**config.mk**
```make
export PLATFORM = sky130hd
export DESIGN_NAME = interval_value_map_unit
export DESIGN_NICKNAME = d
export VERILOG_FILES = /design/src/rtl/ivm_pkg.sv /design/src/rtl/ivm_datapath.sv /design/src/rtl/ivm_ctrl.sv /design/src/rtl/interval_value_map_unit.sv
export SDC_FILE = /design/constraint.sdc
export NUM_CORES = 2
export LEC_CHECK = 0
export ABC_AREA = 1
export BUFFER_PORTS_ARGS = -buffer_cell sky130_fd_sc_hd__buf_4
export CAP_MARGIN = 20
export CORE_ASPECT_RATIO = 1.25
export CORE_MARGIN = 1.5
export CORE_UTILIZATION = 45
export CTS_BUF_LIST = sky130_fd_sc_hd__clkbuf_4 sky130_fd_sc_hd__clkbuf_8
export DETAILED_ROUTE_END_ITERATION = 12
export GPL_TIMING_DRIVEN = 0
export PLACE_DENSITY = 0.7
export REMOVE_ABC_BUFFERS = 1
export SLEW_MARGIN = 20
export SYNTH_ARGS = -nofsm -noshare
export SYNTH_HDL_FRONTEND = slang
export SYNTH_SLANG_ARGS = --single-unit
```
**constraint.sdc**
```tcl
create_clock -name clk_i -period 22.9 [get_ports clk_i]
set_clock_uncertainty 0.2 [all_clocks]
set_input_delay 3.435 -clock clk_i [delete_from_list [all_inputs] [get_ports clk_i]]
set_output_delay 3.435 -clock clk_i [all_outputs]
set_load 0.01 [all_outputs]
```
**src/rtl/ivm_pkg.sv**
```systemverilog
// Shared constants, codes and control structs of the interval value map.
`timescale 1ns / 1ps
package ivm_pkg;

  localparam int unsigned MAX_BREAKS_DEF = 16;
  localparam int unsigned KEY_BITS_DEF   = 32;
  localparam int unsigned VALUE_BITS_DEF = 8;
  localparam int unsigned CFG_BITS       = 8;
  localparam int unsigned COUNT_BITS     = 5;
  localparam int unsigned OP_BITS        = 2;
  localparam int unsigned STATUS_BITS    = 2;

  localparam logic [OP_BITS-1:0] OP_LOOKUP = 2'd0;
  localparam logic [OP_BITS-1:0] OP_ASSIGN = 2'd1;
  localparam logic [OP_BITS-1:0] OP_CLEAR  = 2'd2;
  localparam logic [OP_BITS-1:0] OP_UNUSED = 2'd3;

  localparam logic [STATUS_BITS-1:0] ST_DONE  = 2'd0;
  localparam logic [STATUS_BITS-1:0] ST_EMPTY = 2'd1;
  localparam logic [STATUS_BITS-1:0] ST_FULL  = 2'd2;

  typedef enum logic [1:0] {
    ADD_NONE,
    ADD_ENTRY,
    ADD_BEGIN,
    ADD_END
  } add_sel_e;

  typedef struct packed {
    logic     start;
    logic     adv;
    add_sel_e add_sel;
    logic     upd_end;
    logic     upd_found;
    logic     mark_empty;
    logic     clear_tbl;
    logic     commit;
    logic     load_out;
  } cmd_t;

  typedef struct packed {
    logic [OP_BITS-1:0] op;
    logic               empty;
    logic               k_lt_kb;
    logic               k_le_ke;
    logic               k_le_kb;
    logic               at_end;
  } sts_t;

endpackage

```
**src/rtl/ivm_datapath.sv**
```systemverilog
// Datapath: double-banked breakpoint memory, scan index, merge writer and result registers.
`timescale 1ns / 1ps
module ivm_datapath #(
  parameter int unsigned MAX_BREAKS = ivm_pkg::MAX_BREAKS_DEF,
  parameter int unsigned KEY_BITS   = ivm_pkg::KEY_BITS_DEF,
  parameter int unsigned VALUE_BITS = ivm_pkg::VALUE_BITS_DEF
) (
  input  logic                               clk_i,
  input  logic                               rst_ni,
  input  logic                               cfg_we_i,
  input  logic [ivm_pkg::CFG_BITS-1:0]       cfg_wdata_i,
  input  logic [ivm_pkg::OP_BITS-1:0]        opcode_i,
  input  logic [KEY_BITS-1:0]                key_begin_i,
  input  logic [KEY_BITS-1:0]                key_end_i,
  input  logic [VALUE_BITS-1:0]              new_value_i,
  input  ivm_pkg::cmd_t                      cmd_i,
  output ivm_pkg::sts_t                      sts_o,
  output logic [VALUE_BITS-1:0]              found_value_o,
  output logic [ivm_pkg::COUNT_BITS-1:0]     entry_count_o,
  output logic [ivm_pkg::STATUS_BITS-1:0]    status_o
);

  localparam int unsigned AW    = $clog2(MAX_BREAKS);
  localparam int unsigned CW    = $clog2(MAX_BREAKS + 1);
  localparam int unsigned MW    = KEY_BITS + VALUE_BITS;
  localparam int unsigned DEPTH = 2 ** (AW + 1);

  logic [MW-1:0] mem [DEPTH];
  logic [MW-1:0] rdata_q;

  logic [ivm_pkg::OP_BITS-1:0]     op_q;
  logic [KEY_BITS-1:0]             kb_q, ke_q;
  logic [VALUE_BITS-1:0]           nv_q;
  logic [ivm_pkg::CFG_BITS-1:0]    cfg_q;
  logic [AW-1:0]                   idx_q, idx_d;
  logic [CW-1:0]                   wcnt_q;
  logic [VALUE_BITS-1:0]           lastv_q, endv_q, found_q;
  logic                            ovf_q;
  logic                            bank_q, fresh_q;
  logic [CW-1:0]                   used_q;
  logic [ivm_pkg::STATUS_BITS-1:0] stat_q;
  logic [VALUE_BITS-1:0]           out_found_q;
  logic [ivm_pkg::COUNT_BITS-1:0]  out_count_q;
  logic [ivm_pkg::STATUS_BITS-1:0] out_stat_q;

  logic [KEY_BITS-1:0]   rk, add_key;
  logic [VALUE_BITS-1:0] rv, add_val;
  logic                  add_dup, add_full, add_wr, mem_we;
  logic [AW:0]           waddr, raddr;
  logic [MW-1:0]         wdata;
  logic [CW+ivm_pkg::COUNT_BITS-1:0] used_wide;

  // Entry 0 of bank 0 is never written before the first clear or assign.
  assign rk = fresh_q ? '0 : rdata_q[MW-1:VALUE_BITS];
  assign rv = fresh_q ? '0 : rdata_q[VALUE_BITS-1:0];

  always_comb begin
    if (cmd_i.start) begin
      idx_d = '0;
    end else if (cmd_i.adv) begin
      idx_d = idx_q + AW'(1);
    end else begin
      idx_d = idx_q;
    end
  end

  always_comb begin
    case (cmd_i.add_sel)
      ivm_pkg::ADD_BEGIN: begin
        add_key = kb_q;
        add_val = nv_q;
      end
      ivm_pkg::ADD_END: begin
        add_key = ke_q;
        add_val = endv_q;
      end
      default: begin
        add_key = rk;
        add_val = rv;
      end
    endcase
  end

  assign add_dup  = (wcnt_q != '0) && (lastv_q == add_val);
  assign add_full = (wcnt_q == CW'(MAX_BREAKS));
  assign add_wr   = (cmd_i.add_sel != ivm_pkg::ADD_NONE) && !add_dup && !add_full;
  assign mem_we   = add_wr || cmd_i.clear_tbl;
  assign waddr    = cmd_i.clear_tbl ? {bank_q, AW'(0)} : {~bank_q, wcnt_q[AW-1:0]};
  assign wdata    = cmd_i.clear_tbl ? {KEY_BITS'(0), VALUE_BITS'(cfg_q)} : {add_key, add_val};
  assign raddr    = {bank_q, idx_d};

  always_ff @(posedge clk_i) begin
    if (mem_we) begin
      mem[waddr] <= wdata;
    end
    rdata_q <= mem[raddr];
  end

  always_ff @(posedge clk_i) begin
    idx_q <= idx_d;
    if (cmd_i.start) begin
      op_q    <= opcode_i;
      kb_q    <= key_begin_i;
      ke_q    <= key_end_i;
      nv_q    <= new_value_i;
      wcnt_q  <= '0;
      ovf_q   <= 1'b0;
      found_q <= '0;
      stat_q  <= ivm_pkg::ST_DONE;
    end else begin
      if (cmd_i.add_sel != ivm_pkg::ADD_NONE && !add_dup) begin
        if (add_full) begin
          ovf_q <= 1'b1;
        end else begin
          wcnt_q  <= wcnt_q + CW'(1);
          lastv_q <= add_val;
        end
      end
      if (cmd_i.upd_found) begin
        found_q <= rv;
      end
      if (cmd_i.mark_empty) begin
        stat_q <= ivm_pkg::ST_EMPTY;
      end
      if (cmd_i.commit && ovf_q) begin
        stat_q <= ivm_pkg::ST_FULL;
      end
    end
    if (cmd_i.upd_end) begin
      endv_q <= rv;
    end
    if (cmd_i.load_out) begin
      out_found_q <= found_q;
      out_count_q <= used_wide[ivm_pkg::COUNT_BITS-1:0];
      out_stat_q  <= stat_q;
    end
  end

  assign used_wide = (CW + ivm_pkg::COUNT_BITS)'(used_q);

  always_ff @(posedge clk_i or negedge rst_ni) begin
    if (!rst_ni) begin
      cfg_q   <= '0;
      bank_q  <= 1'b0;
      used_q  <= CW'(1);
      fresh_q <= 1'b1;
    end else begin
      if (cfg_we_i) begin
        cfg_q <= cfg_wdata_i;
      end
      if (cmd_i.clear_tbl) begin
        used_q  <= CW'(1);
        fresh_q <= 1'b0;
      end else if (cmd_i.commit && !ovf_q) begin
        bank_q  <= ~bank_q;
        used_q  <= wcnt_q;
        fresh_q <= 1'b0;
      end
    end
  end

  assign sts_o.op      = op_q;
  assign sts_o.empty   = (kb_q >= ke_q);
  assign sts_o.k_lt_kb = (rk < kb_q);
  assign sts_o.k_le_ke = (rk <= ke_q);
  assign sts_o.k_le_kb = (rk <= kb_q);
  assign sts_o.at_end  = ((CW'(idx_q) + CW'(1)) == used_q);

  assign found_value_o = out_found_q;
  assign entry_count_o = out_count_q;
  assign status_o      = out_stat_q;

`ifndef SYNTHESIS
  a_used_range: assert property (@(posedge clk_i) disable iff (!rst_ni)
    (used_q != '0) && (used_q <= CW'(MAX_BREAKS)))
    else $error("breakpoint count out of range");

  a_commit_count: assert property (@(posedge clk_i) disable iff (!rst_ni)
    (cmd_i.commit && !ovf_q && !cmd_i.clear_tbl) |=> (used_q == $past(wcnt_q)))
    else $error("committed count differs from merged count");

  a_merge_bank: assert property (@(posedge clk_i) disable iff (!rst_ni)
    add_wr |-> (waddr[AW] != bank_q))
    else $error("merge write hit the live bank");
`endif

endmodule

```
**src/rtl/ivm_ctrl.sv**
```systemverilog
// Controller: sequences lookup, merge scan and clear, and owns the handshakes.
`timescale 1ns / 1ps
module ivm_ctrl (
  input  logic          clk_i,
  input  logic          rst_ni,
  input  logic          s_valid_i,
  output logic          s_ready_o,
  output logic          m_valid_o,
  input  logic          m_ready_i,
  input  ivm_pkg::sts_t sts_i,
  output ivm_pkg::cmd_t cmd_o
);

  typedef enum logic [1:0] {
    S_IDLE,
    S_SCAN,
    S_TAIL,
    S_POST
  } state_e;

  typedef enum logic [1:0] {
    PH_PRE,
    PH_MID,
    PH_POST
  } phase_e;

  state_e state_q, state_d;
  phase_e ph_q, ph_d;
  logic   m_valid_q, m_valid_d;
  logic   step;

  always_comb begin
    cmd_o     = '0;
    state_d   = state_q;
    ph_d      = ph_q;
    step      = 1'b0;
    m_valid_d = m_valid_q && !m_ready_i;
    unique case (state_q)
      S_IDLE: begin
        if (s_valid_i) begin
          cmd_o.start = 1'b1;
          ph_d        = PH_PRE;
          state_d     = S_SCAN;
        end
      end
      S_SCAN: begin
        unique case (sts_i.op)
          ivm_pkg::OP_LOOKUP: begin
            cmd_o.upd_found = sts_i.k_le_kb;
            step            = 1'b1;
          end
          ivm_pkg::OP_ASSIGN: begin
            if (sts_i.empty) begin
              cmd_o.mark_empty = 1'b1;
              state_d          = S_POST;
            end else begin
              unique case (ph_q)
                PH_PRE: begin
                  if (sts_i.k_lt_kb) begin
                    cmd_o.add_sel = ivm_pkg::ADD_ENTRY;
                    cmd_o.upd_end = 1'b1;
                    step          = 1'b1;
                  end else begin
                    cmd_o.add_sel = ivm_pkg::ADD_BEGIN;
                    ph_d          = PH_MID;
                  end
                end
                PH_MID: begin
                  if (sts_i.k_le_ke) begin
                    cmd_o.upd_end = 1'b1;
                    step          = 1'b1;
                  end else begin
                    cmd_o.add_sel = ivm_pkg::ADD_END;
                    ph_d          = PH_POST;
                  end
                end
                default: begin
                  cmd_o.add_sel = ivm_pkg::ADD_ENTRY;
                  step          = 1'b1;
                end
              endcase
            end
          end
          ivm_pkg::OP_CLEAR: begin
            cmd_o.clear_tbl = 1'b1;
            state_d         = S_POST;
          end
          default: begin
            state_d = S_POST;
          end
        endcase
        if (step) begin
          if (sts_i.at_end) begin
            state_d = (sts_i.op == ivm_pkg::OP_ASSIGN) ? S_TAIL : S_POST;
          end else begin
            cmd_o.adv = 1'b1;
          end
        end
      end
      S_TAIL: begin
        // Breakpoints still owed once every stored entry has been seen.
        unique case (ph_q)
          PH_PRE: begin
            cmd_o.add_sel = ivm_pkg::ADD_BEGIN;
            ph_d          = PH_MID;
          end
          PH_MID: begin
            cmd_o.add_sel = ivm_pkg::ADD_END;
            ph_d          = PH_POST;
          end
          default: begin
            cmd_o.commit = 1'b1;
            state_d      = S_POST;
          end
        endcase
      end
      S_POST: begin
        if (!m_valid_q || m_ready_i) begin
          cmd_o.load_out = 1'b1;
          m_valid_d      = 1'b1;
          state_d        = S_IDLE;
        end
      end
      default: begin
        state_d = S_IDLE;
      end
    endcase
  end

  always_ff @(posedge clk_i or negedge rst_ni) begin
    if (!rst_ni) begin
      state_q   <= S_IDLE;
      ph_q      <= PH_PRE;
      m_valid_q <= 1'b0;
    end else begin
      state_q   <= state_d;
      ph_q      <= ph_d;
      m_valid_q <= m_valid_d;
    end
  end

  assign s_ready_o = (state_q == S_IDLE);
  assign m_valid_o = m_valid_q;

endmodule

```
**src/rtl/interval_value_map_unit.sv**
```systemverilog
// Top level of the interval value map: stream ports around controller and datapath.
`timescale 1ns / 1ps
// The block keeps a sorted breakpoint table that covers the whole key range and answers
// one result beat per input beat. The table lives in a memory of two banks; an assign
// reads the live bank one entry per cycle, holding the scan while it writes the new
// begin or end breakpoint, and writes the merged table into the other bank, which
// becomes live only if the result fits, so a full table stays unchanged. A new input
// beat is taken while the previous result still waits on the output.
module interval_value_map_unit #(
  parameter int unsigned MAX_BREAKS = ivm_pkg::MAX_BREAKS_DEF,
  parameter int unsigned KEY_BITS   = ivm_pkg::KEY_BITS_DEF,
  parameter int unsigned VALUE_BITS = ivm_pkg::VALUE_BITS_DEF,
  localparam int unsigned IN_W  = ((ivm_pkg::OP_BITS + 2 * KEY_BITS + VALUE_BITS + 7) / 8) * 8,
  localparam int unsigned OUT_W =
    ((VALUE_BITS + ivm_pkg::COUNT_BITS + ivm_pkg::STATUS_BITS + 7) / 8) * 8
) (
  input  logic                          clk_i,
  input  logic                          rst_ni,
  input  logic                          cfg_we_i,
  input  logic [ivm_pkg::CFG_BITS-1:0]  cfg_wdata_i,
  input  logic                          s_axis_tvalid,
  output logic                          s_axis_tready,
  input  logic [IN_W-1:0]               s_axis_tdata,  // opcode, key_begin, key_end, new_value
  output logic                          m_axis_tvalid,
  input  logic                          m_axis_tready,
  output logic [OUT_W-1:0]              m_axis_tdata   // found_value, entry_count, status
);

  ivm_pkg::cmd_t cmd;
  ivm_pkg::sts_t sts;

  logic [VALUE_BITS-1:0]           found_value;
  logic [ivm_pkg::COUNT_BITS-1:0]  entry_count;
  logic [ivm_pkg::STATUS_BITS-1:0] status;

  ivm_ctrl u_ctrl (
    .clk_i     (clk_i),
    .rst_ni    (rst_ni),
    .s_valid_i (s_axis_tvalid),
    .s_ready_o (s_axis_tready),
    .m_valid_o (m_axis_tvalid),
    .m_ready_i (m_axis_tready),
    .sts_i     (sts),
    .cmd_o     (cmd)
  );

  ivm_datapath #(
    .MAX_BREAKS (MAX_BREAKS),
    .KEY_BITS   (KEY_BITS),
    .VALUE_BITS (VALUE_BITS)
  ) u_datapath (
    .clk_i         (clk_i),
    .rst_ni        (rst_ni),
    .cfg_we_i      (cfg_we_i),
    .cfg_wdata_i   (cfg_wdata_i),
    .opcode_i      (s_axis_tdata[ivm_pkg::OP_BITS-1:0]),
    .key_begin_i   (s_axis_tdata[ivm_pkg::OP_BITS +: KEY_BITS]),
    .key_end_i     (s_axis_tdata[ivm_pkg::OP_BITS + KEY_BITS +: KEY_BITS]),
    .new_value_i   (s_axis_tdata[ivm_pkg::OP_BITS + 2 * KEY_BITS +: VALUE_BITS]),
    .cmd_i         (cmd),
    .sts_o         (sts),
    .found_value_o (found_value),
    .entry_count_o (entry_count),
    .status_o      (status)
  );

  assign m_axis_tdata = OUT_W'({status, entry_count, found_value});

endmodule

```
### Yosys cells after proc, flatten, opt, wreduce, memory -nomap -nowiden

Memories as Yosys holds them, arrays and structs flattened. A register that Yosys moved wholly into a read port is not among the register bits.
Cells that the tools add are included.
Widths: inputs -> output; s select.

* memory bits (writable): 1280
* bits of input ports: 93
* memories: 1
* logic and storage cells: 146
* register bits: 145

* reduce and logical (&&, ||, !) cells: 29
* magnitude comparators: 4
* mux-type cells: 63
* bitwise gates (word level): 4
* add/subtract/negate cells: 3
* equal/unequal tests: 20

Memory list
* u_datapath.mem: depth 32, bits a word 40, rd ports 1, clocked after Yosys merged registers in 1, write ports 1, RTL line ivm_datapath.sv:28 `logic [MW-1:0] mem [DEPTH];`

Operator list (count)
* $le 32x32->1: 2
* $pmux 32 s2: 1
* $mux 40: 1
* $ge 32x32->1: 1
* $lt 32x32->1: 1
* $mux 32: 1
* $mux 2: 15
* $mux 1: 24
* $pmux 2 s2: 6
* $pmux 8 s2: 1
* $mux 5: 3
* $mux 4: 3
* $ne 3x3->1 const B: 4
* $eq 2x2->1 const B: 5
* $eq 8x8->1: 1
* $mux 8: 1
* $pmux 2 s4: 1
* $reduce_and 8->1: 1
* $eq 2x1->1 const B: 3
* $logic_and 1x1->1: 6
* $logic_not 2->1: 3
* $mux 3: 2
* $ne 2x2->1 const B: 3
* $pmux 1 s2: 3
* 16 further kinds: 31

### Depth between registers and ports, before layout

* word-level depth: 17
* gate-level depth with buffers: 34
* mapped depth without buffers: 31

### Cells and area by module

Synthesis repeated with hierarchy kept, for this count alone.

* cell total of the unflattened synthesis: 4773
* area total of the unflattened synthesis: 60023.8 um^2

By module, submodules not included
* ivm_datapath: seq. area each 43168.9 um^2, instances 1, cells each 4680, area each 59459.5 um^2
* ivm_ctrl: seq. area each 125.1 um^2, instances 1, cells each 91, area each 553.0 um^2
* interval_value_map_unit: seq. area each 0.0 um^2, instances 1, cells each 2, area each 11.3 um^2

### Least setup slack after synthesis

Ideal clock, no wire load.

* path kind: input -> register
* start: in s_axis_tvalid
* end: reg u_datapath.lastv_q[0] (enable)
* buffers on the path: 1
* stages on the path: 4
* data required time: 22.239 ns
* path slack: 15.656 ns
* data arrival time: 6.583 ns
* cells stage by stage: nand2_1 > inv_1 > clkbuf_1 > nor2_1

RTL lines
* start: declaration: RTL line interval_value_map_unit.sv:21 `input logic s_axis_tvalid,`
* end signal: assignment: RTL line ivm_datapath.sv:116 `lastv_q <= add_val;`
* end: declaration: RTL line ivm_datapath.sv:37 `logic [VALUE_BITS-1:0] lastv_q, endv_q, found_q;`

### Worst setup path after layout

* start: reg u_datapath.fresh_q
* end: reg u_datapath.rdata_q[34] (read register of u_datapath.mem)

* word-level cells in the longest chain between the ends: 11
* elaborated cells between the ends (all ways): 13
* those cells by class: order compare: 2; mux: 11

RTL lines
* start: declaration: RTL line ivm_datapath.sv:39 `logic bank_q, fresh_q;`
* start signal: assignment: RTL line ivm_datapath.sv:146 `fresh_q <= 1'b1;`
* start signal: assignment: RTL line ivm_datapath.sv:153 `fresh_q <= 1'b0;`
* start signal: assignment: RTL line ivm_datapath.sv:157 `fresh_q <= 1'b0;`
* $mux 32 *: RTL line ivm_datapath.sv:54 `assign rk = fresh_q ? '0 : rdata_q[MW-1:VALUE_BITS];`
* $le 32x32->1 or $lt 32x32->1 (tied branches): RTL line ivm_datapath.sv:165, ivm_datapath.sv:164
* $mux 1, on equally long branches: RTL line ivm_ctrl.sv:69, ivm_ctrl.sv:59
* $pmux 1 s2 *: RTL line ivm_ctrl.sv:57 `unique case (ph_q)`
* $mux 1 *: RTL line ivm_ctrl.sv:53 `if (sts_i.empty) begin`
* $pmux 1 s2 *: RTL line ivm_ctrl.sv:47 `unique case (sts_i.op)`
* $mux 1 *: RTL line ivm_ctrl.sv:38 `unique case (state_q)`
* $mux 1 *: RTL line ivm_ctrl.sv:92 `if (step) begin`
* $mux 1 *: RTL line ivm_ctrl.sv:38
* $mux 4 *: RTL line ivm_datapath.sv:60 `end else if (cmd_i.adv) begin`
* $mux 4 *: RTL line ivm_datapath.sv:58 `if (cmd_i.start) begin`
* end: declaration: RTL line ivm_datapath.sv:29 `logic [MW-1:0] rdata_q;`

Mark *: on every way between the ends. The rest lies on a longest branch, timed or not. The select of a mux whose other input is x is not followed.
A chain may end at the register's enable or synchronous reset.

==> impl_metrics.csv <==
group,metric,value,unit
status,status,"complete, no violations",
routing,drtIter0Drc,5097,
die,rows,150,
global_routing,gr-total-overflow,0,
power_and_ir_drop,p_per_area,145,nW/um^2
place,place_area,66600,um^2
clock_tree,tritoncts,"done",
global_routing,grt_pass1_wl,251000,um
setup_path,r2r-end,"u_datapath.rdata_q[34]",
setup_path,reg2reg_slack,15.09,ns
clock_tree,cts_htree_levels,4,
sta,max_freq,128,MHz
setup_path,cp_max_fo,112,
place,post-dp-hpwl,109000,um
logic_synthesis,ys_warn_count,0,
die,die_area,138000,um^2
sta,tns,0,ns
routing,ant_nets,0,
setup_path,cpMostUsedCell,"nand2_1",
clock_tree,cts_max_path_buffers,3,
routing,drc,0,
power_and_ir_drop,p_leak,25.0,nW
die,dieWidth,332,um
power_and_ir_drop,intPower,6.20,mW
setup_path,required,23.55,ns
routing,drtPass1Iterations,6,
clock_tree,postCtsSetupRepairBufs,0,
power_and_ir_drop,irDropWorstVdd,0.103,mV
logic_synthesis,synth_top_area_cell,"edfxtp_1",
finish,fin_nets,5366,
sta,max_slew.worst_pin.slew,1.03,ns
setup_path,crit_buf_inv,6,
clock_tree,cts_sinks,1465,
clock_tree,hold_buffers,0,
finish,final_area,71000,um^2
clock_tree,root_buffer,"clkbuf_8",
clock_tree,path_clk_slew,0.06,ns
power_and_ir_drop,clock_power_share,20.6,%
setup_path,cpPeakStageDelay,1.14,ns
setup_path,cp-startpoint,"u_datapath.fresh_q",
die,io_pins,111,
global_routing,first_global_vias,39500,
die,start_util,45.5,%
power_and_ir_drop,p_comb_share,43.4,%
power_and_ir_drop,switching_share,39.7,%
setup_path,setup.worst_path.end,"u_datapath.rdata_q[34]",
setup_path,start_kind,"flip-flop",
sta,hold_viol,0,
place,gp_congestion,0.852,
sta,finalSetupViolations,0,
clock_tree,cts.repair.resized,0,
setup_path,crit_family,"simple AND/OR/NAND/NOR gates",
setup_path,rr_worst_depth,27,
logic_synthesis,synth_top_area_share,68.3,%
run,max_cap_viol_count,0,
clock_tree,clk-insertion-delay-late,0.93,ns
sta,maxSlewHeadroom,31.1,%
die,dieHeight,414,um
logic_synthesis,netlist_instances,4970,
clock_tree,cts_buffers,215,
setup_path,path_class,"reg2reg",
finish,layout_commonest_cell,"edfxtp_1",
setup_path,crit_slowest_cell,"dfstp_4",
routing,drt-total-wl,172000,um
routing,wl_per_cell,24.2,um
logic_synthesis,syn_area_per_cell,12.3,um^2
finish,drive_gt1_share,13.7,%
logic_synthesis,synth_seq_cells,1465,
setup_path,cp_num_cells,27,
global_routing,grt_max_degree,119,
power_and_ir_drop,power.switching,4.08,mW
finish,final_cell_mix,"edfxtp_1, nor2_1, o21ai_0",
sta,rsz0062_at_grt,"false",
logic_synthesis,ys_seq_area_share,71.1,%
min_path,hp-class,"reg2reg",
routing,vias,41000,
sta,min_period_over_period,34.1,%
global_routing,antenna_found_initial,4,
power_and_ir_drop,p_seq_share,35.9,%
finish,area_growth,16.5,%
sta,period_minus_slack,7.81,ns
sta,drv_slew,0,
setup_path,critPathArrivalTime,8.47,ns
setup_path,reg2reg_from,"u_datapath.fresh_q",
setup_path,endpoint_kind,"flip-flop",
global_routing,grt.total_usage,24.5,%
routing,routed_via_density,5.78,
die,core_area,134000,um^2
logic_synthesis,synth_cell_types,49,
logic_synthesis,syn-cell-area,60900,um^2
logic_synthesis,synth.area.top_cells,"edfxtp_1, nor2_1, o21ai_0, nand3_1, o21bai_1",
place,numPortBuffers,103,
-- power groups by stage --
| stage | logic (mW) | clock network, mW | registers [mW] |
|---|---|---|---|
| 6_report | 4.46 | 2.12 | 3.69 |
| 5_1_grt | 4.91 | 2.25 | 3.70 |
| 4_1_cts | 4.43 | 2.14 | 3.69 |
| 3_5_place_dp | 4.40 | 0 | 3.74 |
| 3_3_place_gp | 4.55 | 0 | 3.79 |
| 2_1_floorplan | 3.09 | 0 | 3.71 |
-- stage by stage --
stage | setup WS, ns | hold slack, ns | power (mW) | utilization (%) | cells
floorplan | 4.34 | 0.203 | 6.80 | - | 4670
global placement | -16.10 | 0.211 | 8.34 | 46.6 | 6521
detailed placement | 14.91 | 0.220 | 8.15 | 49.7 | 6702
CTS | 15.22 | 0.226 | 10.3 | 52.9 | 7096
global route | 14.61 | 0.233 | 10.9 | 53.0 | 7098
finish | 15.09 | 0.228 | 10.3 | 53.0 | 7098
-- Yosys cell counts, drive strengths merged --
cell / number
edfxtp: 1385
nor2: 892
o21ai: 716
nand3: 397
nand2: 370
inv: 204
o21bai: 201
buf: 189
o211ai: 123
clkbuf: 111
ha: 101
a21oi: 65
dfxtp: 60
nand4: 34
nor3: 32
o22ai: 30
dfrtp: 18
xor2: 8
nor4: 5
a211oi: 4
a221oi: 4
clkinv: 4
o21a: 3
or2: 3
dfstp: 2
o221ai: 2
a2111oi: 1
a31oi: 1
conb: 1
nand3b: 1
nor3b: 1
o2111ai: 1
o31ai: 1
-- layer usage --
metal  track usage [%]  wire length [um]  vias up
li1                  -                 -    18400
met2              40.7             83000     2191
met5                 0                13        -
met3              4.40             16100      505
met4              12.4              8860        2
met1              30.9             63900    19900
-- worst min path at each step --
| stage | from | end | slack, ns | depth (start not counted) |
|---|---|---|---|---|
| detailed placement | u_datapath.stat_q[1] | u_datapath.status_o[1] | 0.22 | 0 |
| floorplan | u_datapath.found_q[2] | u_datapath.found_value_o[2] | 0.20 | 0 |
| finish | u_datapath.found_q[5] | u_datapath.found_value_o[5] | 0.23 | 0 |
| global route | u_datapath.found_q[5] | u_datapath.found_value_o[5] | 0.23 | 0 |
| global placement | u_datapath.found_q[2] | u_datapath.found_value_o[2] | 0.21 | 0 |
| CTS | u_datapath.found_q[5] | u_datapath.found_value_o[5] | 0.23 | 0 |
-- cell families (layout without fill, tap and decap cells) --
group           count (synthesis)  after routing  synth area share, %
compound gates               1152           1152                 10.9
xor+xnor                        8              8                0.115
fa+ha+maj                     101            101                 2.07
buf+inv                       508            887                 3.59
flops                        1465           1465                 71.1
other cells                     1              2              0.00616
simple gates                 1735           1735                 12.2
-- area by class of cell --
cell class                      instances  area (um^2)
Clock buffer                          303         3710
Tap cell                             1748         2190
Clock inverter                         91          624
Sequential cell                      1465        43300
Timing Repair Buffer                  285         4560
Multi-Input combinational cell       2997        15800
Antenna cell                            1         2.50
Inverter                              208          818
Fill cell                           10800        63000
-- worst register-to-register path, delay by kind of cell, from the launching register on --
family / cells / cell delay (ns)
AND/OR/NAND/NOR: 19 / 3.69
flip-flops: 1 / 1.14
AO/OA/AOI/OAI: 1 / 0.12
adder cells (fa/ha/maj): 1 / 0.36
buffers and inverters: 6 / 2.26
-- sequential cells by signal (all words and copies together) (netlist names), 8 cells and up, named ones only --
register	count
u_datapath.mem	1280
u_datapath.rdata_q	40
u_datapath.kb_q	32
u_datapath.ke_q	32
u_datapath.cfg_q	8
u_datapath.endv_q	8
u_datapath.found_q	8
u_datapath.found_value_o	8
u_datapath.lastv_q	8
u_datapath.nv_q	8
Power figures use the tool's default switching activity.
